===== config.mk =====
export PLATFORM = sky130hd
export DESIGN_NAME = stsd_isqrt
export DESIGN_NICKNAME = d
export VERILOG_FILES = /design/src/rtl/stsd_pkg.sv /design/src/rtl/stsd_isqrt.sv
export SDC_FILE = /design/constraint.sdc
export NUM_CORES = 2
export LEC_CHECK = 0
export BUFFER_PORTS_ARGS = -buffer_cell sky130_fd_sc_hd__buf_2
export CAP_MARGIN = 30
export CORE_MARGIN = 1
export CORE_UTILIZATION = 59
export CTS_CLUSTER_DIAMETER = 30
export CTS_CLUSTER_SIZE = 14
export DETAILED_ROUTE_END_ITERATION = 16
export PLACE_DENSITY = 0.79
export SLEW_MARGIN = 20
export SYNTH_ARGS = -nofsm -noshare
export SYNTH_HDL_FRONTEND = slang
export SYNTH_SLANG_ARGS = --single-unit

===== constraint.sdc =====
create_clock -name clk -period 12.1 [get_ports clk]
set_input_delay 1.21 -clock clk [delete_from_list [all_inputs] [get_ports clk]]
set_output_delay 1.21 -clock clk [all_outputs]
set_load 0.02 [all_outputs]

===== src/rtl/stsd_pkg.sv =====
// ----------------------------------------------------------------------------
// stsd_pkg
// Shared constants, shape codes and fixed-point helpers for the sphere to
// shape distance pipeline.
// ----------------------------------------------------------------------------
package stsd_pkg;

	localparam int CB        = 16;
	localparam int AXIS_FRAC = CB - 2;
	localparam int FIELD_W   = 3 * CB;

	localparam int R_W  = CB + 9;
	localparam int D_W  = CB + 8;
	localparam int RZ_W = R_W + CB;
	localparam int CP_W = 2 * CB;
	localparam int T_W  = R_W + 6;
	localparam int TZ_W = T_W + CB;
	localparam int P_W  = T_W + 3;
	localparam int PX_W = P_W + CB;
	localparam int M_W  = CB + D_W;
	localparam int V_W  = 28;
	localparam int SUM_W = 2 * V_W;
	localparam int ROOT_W = SUM_W / 2;
	localparam int REM_W = ROOT_W + 2;
	localparam int SQRT_ITER = 4;
	localparam int SQRT_STAGES = ROOT_W / SQRT_ITER;
	localparam int NUM_STAGES = 12 + SQRT_STAGES;

	localparam int DIST_W = 18;
	localparam logic [DIST_W-1:0] DIST_MAX = '1;
	localparam logic signed [63:0] LEN_LIMIT = 64'sd1 <<< 26;

	typedef enum logic [1:0] {
		SHAPE_SPHERE     = 2'd0,
		SHAPE_PLATE      = 2'd1,
		SHAPE_PLATE_HOLE = 2'd2,
		SHAPE_CYLINDER   = 2'd3
	} shape_t;

	// shift down by the axis fraction, rounding half away from zero
	function automatic logic signed [63:0] rnd_frac(input logic signed [63:0] v);
		logic [63:0] mag;
		logic [63:0] r;
		mag = v[63] ? -v : v;
		r = (mag + (64'd1 << (AXIS_FRAC - 1))) >> AXIS_FRAC;
		return v[63] ? -$signed(r) : $signed(r);
	endfunction

	function automatic logic signed [63:0] clamp_sym(input logic signed [63:0] v,
		input logic signed [63:0] lim);
		if (v < -lim)
			return -lim;
		if (v > lim)
			return lim;
		return v;
	endfunction

	function automatic logic signed [CB-1:0] sat_comp(input logic signed [63:0] v);
		logic signed [63:0] amax;
		amax = (64'sd1 <<< (CB - 1)) - 64'sd1;
		if (v > amax)
			return CB'(amax);
		if (v < -amax - 64'sd1)
			return CB'(-amax - 64'sd1);
		return CB'(v);
	endfunction

endpackage


===== src/rtl/stsd_isqrt.sv =====
// ----------------------------------------------------------------------------
// stsd_isqrt
// Pipelined integer square root, restoring digit-by-digit form, a fixed
// number of root bits per stage. Stage loads come from the top level.
// ----------------------------------------------------------------------------
module stsd_isqrt (
	input  logic                                clk,
	input  logic [stsd_pkg::SQRT_STAGES-1:0]    ld,
	input  logic [stsd_pkg::SUM_W-1:0]          radicand,
	output logic [stsd_pkg::ROOT_W-1:0]         root
);
	import stsd_pkg::*;

	logic [REM_W-1:0]  rem_s  [SQRT_STAGES];
	logic [ROOT_W-1:0] root_s [SQRT_STAGES];
	logic [SUM_W-1:0]  rest_s [SQRT_STAGES];

	logic [REM_W-1:0]  rem_nx  [SQRT_STAGES];
	logic [ROOT_W-1:0] root_nx [SQRT_STAGES];
	logic [SUM_W-1:0]  rest_nx [SQRT_STAGES];

	always_comb begin
		logic [REM_W-1:0]  rm;
		logic [ROOT_W-1:0] rt;
		logic [SUM_W-1:0]  rs;
		logic [REM_W+1:0]  rx;
		logic [REM_W+1:0]  trial;
		for (int j = 0; j < SQRT_STAGES; j++) begin
			if (j == 0) begin
				rm = '0;
				rt = '0;
				rs = radicand;
			end else begin
				rm = rem_s[j-1];
				rt = root_s[j-1];
				rs = rest_s[j-1];
			end
			for (int k = 0; k < SQRT_ITER; k++) begin
				rx = {rm, rs[SUM_W-1 -: 2]};
				trial = (REM_W + 2)'({rt, 2'b01});
				rs = rs << 2;
				if (rx >= trial) begin
					rm = REM_W'(rx - trial);
					rt = {rt[ROOT_W-2:0], 1'b1};
				end else begin
					rm = REM_W'(rx);
					rt = {rt[ROOT_W-2:0], 1'b0};
				end
			end
			rem_nx[j]  = rm;
			root_nx[j] = rt;
			rest_nx[j] = rs;
		end
	end

	always_ff @(posedge clk) begin
		for (int j = 0; j < SQRT_STAGES; j++) begin
			if (ld[j]) begin
				rem_s[j]  <= rem_nx[j];
				root_s[j] <= root_nx[j];
				rest_s[j] <= rest_nx[j];
			end
		end
	end

	assign root = root_s[SQRT_STAGES-1];

endmodule


Yosys cells after proc, flatten, opt, wreduce, memory -nomap -nowiden
Memory sizes are Yosys's and may differ from the RTL's.
Index checks and enable logic that the tools add are counted.
Word-level totals
  output and inout port bits: 28
  RAM bits: 742
  input bits: 64
  register bits: 0
  bits in latches: 0
  memory bits (read-only): 0
  word-level logic and storage cells: 129
  memories: 3
Memories
  rest_s: depth 7, width 48, read ports 6, clocked after memory_dff 0, wr ports 7, line stsd_isqrt.sv:16  | logic [SUM_W-1:0] rest_s [SQRT_STAGES];
  rem_s: depth 7, width 30, read ports 6, clocked after memory_dff 0, wr ports 7, line stsd_isqrt.sv:14  | logic [REM_W-1:0] rem_s [SQRT_STAGES];
  root_s: depth 7, width 28, read ports 7, clocked after memory_dff 0, wr ports 7, line stsd_isqrt.sv:15  | logic [ROOT_W-1:0] root_s [SQRT_STAGES];
Operators by class
  shift-type cells: 0
  div/mod/pow operators: 0
  eq/ne operators: 0
  order comparisons: 28
  reduce and logical (&&, ||, !) cells: 0
  muxes and demuxes: 70
  bitwise gates (word level): 0
  $add $sub $neg: 28
  $mul: 0
Operators by type and width (count)
  $mux 30: 28
  $ge 32x30->1: 24
  $sub 30x30->30: 24
  $mux 1: 42
  $ge 32x3->1: 1
  $ge 32x4->1: 1
  $ge 32x5->1: 1
  $sub 30x3->30: 1
  $sub 30x4->30: 1
  $sub 30x5->30: 1
  $sub 2x1->3 const B: 1
  $ge 2x1->1 const B: 1

Depth between registers and ports, before layout
An unclocked memory read counts as a cell.
  depth after elaboration: 9
  gate-level depth with buffers: 64
  gate-level depth less buffers: 61

Worst setup path before layout
Ideal clock, no wire load.
  path kind: register to register
  start point: memory root_s[4][0] (netlist name)
  end point: memory rem_s[5][11] (netlist name), data pin
  cell stages (with the launch flop): 57
  period minus slack after synthesis: 11.782 ns
  data required time: 11.840 ns
  setup slack: 0.318 ns
  arrival: 11.522 ns
  setup time: 0.260 ns
  path buffers: 10
  path through: edfxtp_1 > inv_1 > ha_1 > nor2b_1 > o2111ai_1 > a311oi_1 > or3_1 > o21ai_0 > nand2_1 > clkbuf_1 > clkbuf_1 > o21ai_0 > inv_1 > ha_1 > clkbuf_1 > a21oi_1 > o21ai_0 > a221o_1 > [21 not listed] > nand2_1 > inv_2 > clkbuf_1 > clkbuf_1 > nand2_1 > o21ai_0 > ha_1 > a21o_1 > a21o_1 > a21oi_1 > nand2_1 > o21ai_1 > a21oi_1 > or3_1 > a311o_1 > clkbuf_1 > buf_2 > mux2_2
RTL lines (line)
  start: declaration: stsd_isqrt.sv:15
  end: declaration: stsd_isqrt.sv:14

==> results.md <==
* Status: complete, but fails checks
* Failing checks: DRC
* Gr usage total at 0.350
* Port Buffers at 91
* Number of synthesized flops with an enable pin at 460
* Worst Tran Pin Value at 1030 ps
* Most frequent cells in the layout: a21oi_1 (567), nand2_1 (493), nor2_1 (492)
* Vert. Die Dim at 288 um
* Starting Density at 0.599
* Syn_area_per_cell at 8.41 um^2
* Diodes inserted at 0
* Remaining antenna violation count at 0
* Synth area leaders: edfxtp_1 (29%), ha_1 (11%), xnor2_1 (6.1%)
* Setup crit end kind: flop
* Setup Crit Path Kind: reg -> reg
* Drt via density at 6.56
* Post-synth top area cell: edfxtp_1
* Vias in the first global route at 41.5k
* # setup viols final at 0
* Final Non-Filler Cells at 7021
* CTS H-tree lvls at 3
* Clk pin slew, worst setup/hold paths at 60 ps
* TNS Setup at 0 ps
* Pwr Density at 343 nW/um^2
* Clock root buffer: clkbuf_16
* Area of the mapped netlist at 48400 um^2
* Family with the most delay on the worst path: compound AO/OA/AOI/OAI gates
* Synth top area share at 0.285
* Area grow syn2layout at 11.6%
* Worst Path Buf+Inv at 2
* Hpwl dp at 117000 um
* Clock skew at 68.9 ps
* Grt ovf at 0
* Placer Congestion at 1.03
* Residual DRC at 4
* Maxcap violations at 0
* CP max stage cell: edfxtp_1
* Synthesis Warnings at 0
* Final Hold Viols at 0
* Post-synthesis register bit count at 460
* Leakage at 22.3 nW
* Syn Inst Count at 5751
* Row cnt at 104
* Async S/R FF share, synth at 0
* HP Class: reg -> reg
* Part of the cycle the worst path needs at 0.960
* Most common cell after layout, fill and taps aside: a21oi_1
* Post-CTS Hold Fix Bufs at 0
* VDD IR max at 0.269 mV
* Vias at 46.1k
* CP Data Required Time at 12490 ps
* Seq/Total Area, Yosys at 0.285
* Critical path startpoint category: flop
* Fmax at 0.0861 GHz
* Post-DR wirelength/cell at 21.4 um
* Filler cells at 6639
* Final nets at 6366
* Largest net degree at the start of global routing at 71
* DRT Pass-1 Iters at 14
* CP arrival at 12010 ps
* CP max FO at 39
* Share of layout cells above drive strength 1 at 0.0950
* Die width at 288 um
* CTS tree: yes
* Initial drt markers at 5284
* First-pass GRT wire length at 231000 um
* Top FF cell, synth: edfxtp_1
* Die Area at 83200 um^2
* Final wirelength at 151000 um
* RSZ-0062 raised after global routing: false
* CP max stage delay at 520 ps
* CTS max path bufs at 3
* Post-layout minimum cycle time at 11620 ps
* Core area at 80800 um^2
* Total CTS buffers at 106
* Clock Latency Late Sink at 700 ps
* Initial antenna violation count at 4
* Worst slew margin at 0.315
* Most frequent CP cell: a21o_1
* IO Pins at 92
* Clock sink total at 460
* Synth cell types at 118
* Placed Instances at 6800
* Slew Limit Fails at 0
-- layout make-up --
cell class	instances	area, um^2	area share
clock inverters	87	1000	0.0186
well taps	1060	1330	0.0245
repair inverters	1	5.00	0.0000926
multi-input cells	4831	32900	0.609
repair buffers	183	1200	0.0223
inverters	285	1080	0.0200
clock buffers	114	2680	0.0497
flip-flops and latches	460	13800	0.256
-- timing repair --
action,in CTS,in global routing
setup endpoints to repair,0,85
buffers inserted,0,15
endpoints found under the hold margin,0,0
resized for setup,0,34
-- report_power, final --
group / total (W) / internal [W] / leakage, nW / switching, W
clock network: 0.00289 / 0.00187 / 1.72 / 0.00103
logic: 0.0130 / 0.00518 / 16.2 / 0.00780
registers: 0.00267 / 0.00237 / 4.40 / 0.000299
total: 0.0185 / 0.00941 / 22.3 / 0.00913
-- registers in the layout, summed over array words and instances, names as in the netlist --
signal and count:
rest_s 168, root_s 112, rem_s 180
-- synth_stat cells (51+ instances only) --
library cell    n
a21o_1        204
a21oi_1       568
a31oi_1        64
and2_1         51
and3_1         65
clkbuf_1      130
edfxtp_1      460
ha_1          434
inv_1         274
mux2_2         65
nand2_1       494
nand2b_1       91
nand3_1       151
nand4_1        88
nor2_1        493
nor2b_1        53
nor3_1        140
nor4_1         71
o21a_1         58
o21ai_0       323
o21bai_1       71
xnor2_1       337
xor2_1        219
-- through the flow --
stage	power (W)	area, um^2	setup WS [ps]	utilization	hold WS (ps)
2_1_floorplan	0.0121	48400	318	-	400
3_3_place_gp	0.0148	50000	335	0.619	400
3_5_place_dp	0.0150	50000	194	0.619	405
4_1_cts	0.0180	53700	77.8	0.665	390
5_1_grt	0.0198	54000	5.14	0.669	408
6_report	0.0185	54000	480	0.669	397
-- logic make-up after synthesis --
logic type,Yosys count,synth area share
other,1,0.0000775
adders and majority gates,434,0.112
and+or+nand+nor,1974,0.206
buffers and inverters,464,0.0374
DFF,460,0.285
AOI/OAI and AO/OA,1769,0.237
muxes,93,0.0210
xor gates and xnor gates,556,0.101
-- metal layers --
metal | track usage | vias up | share of wire
li1 | - | 21800 | -
met4 | 0.113 | 2 | 0.033
met3 | 0.0614 | 328 | 0.096
met2 | 0.529 | 2284 | 0.43
met5 | 0 | - | 0.000086
met1 | 0.504 | 21600 | 0.44
-- final timing paths --
| check | startpoint | end | slack (ps) | cells after the start |
|---|---|---|---|---|
| max reg2reg | root_s[5][4] | root_s[6][0] | 480 | 51 |
| min reg2reg | rest_s[1][16] | rest_s[2][24] | 400 | 0 |
| max | root_s[5][4] | root_s[6][0] | 480 | 51 |
| min | rest_s[1][16] | rest_s[2][24] | 400 | 0 |
(Power assumes the default switching activity.)
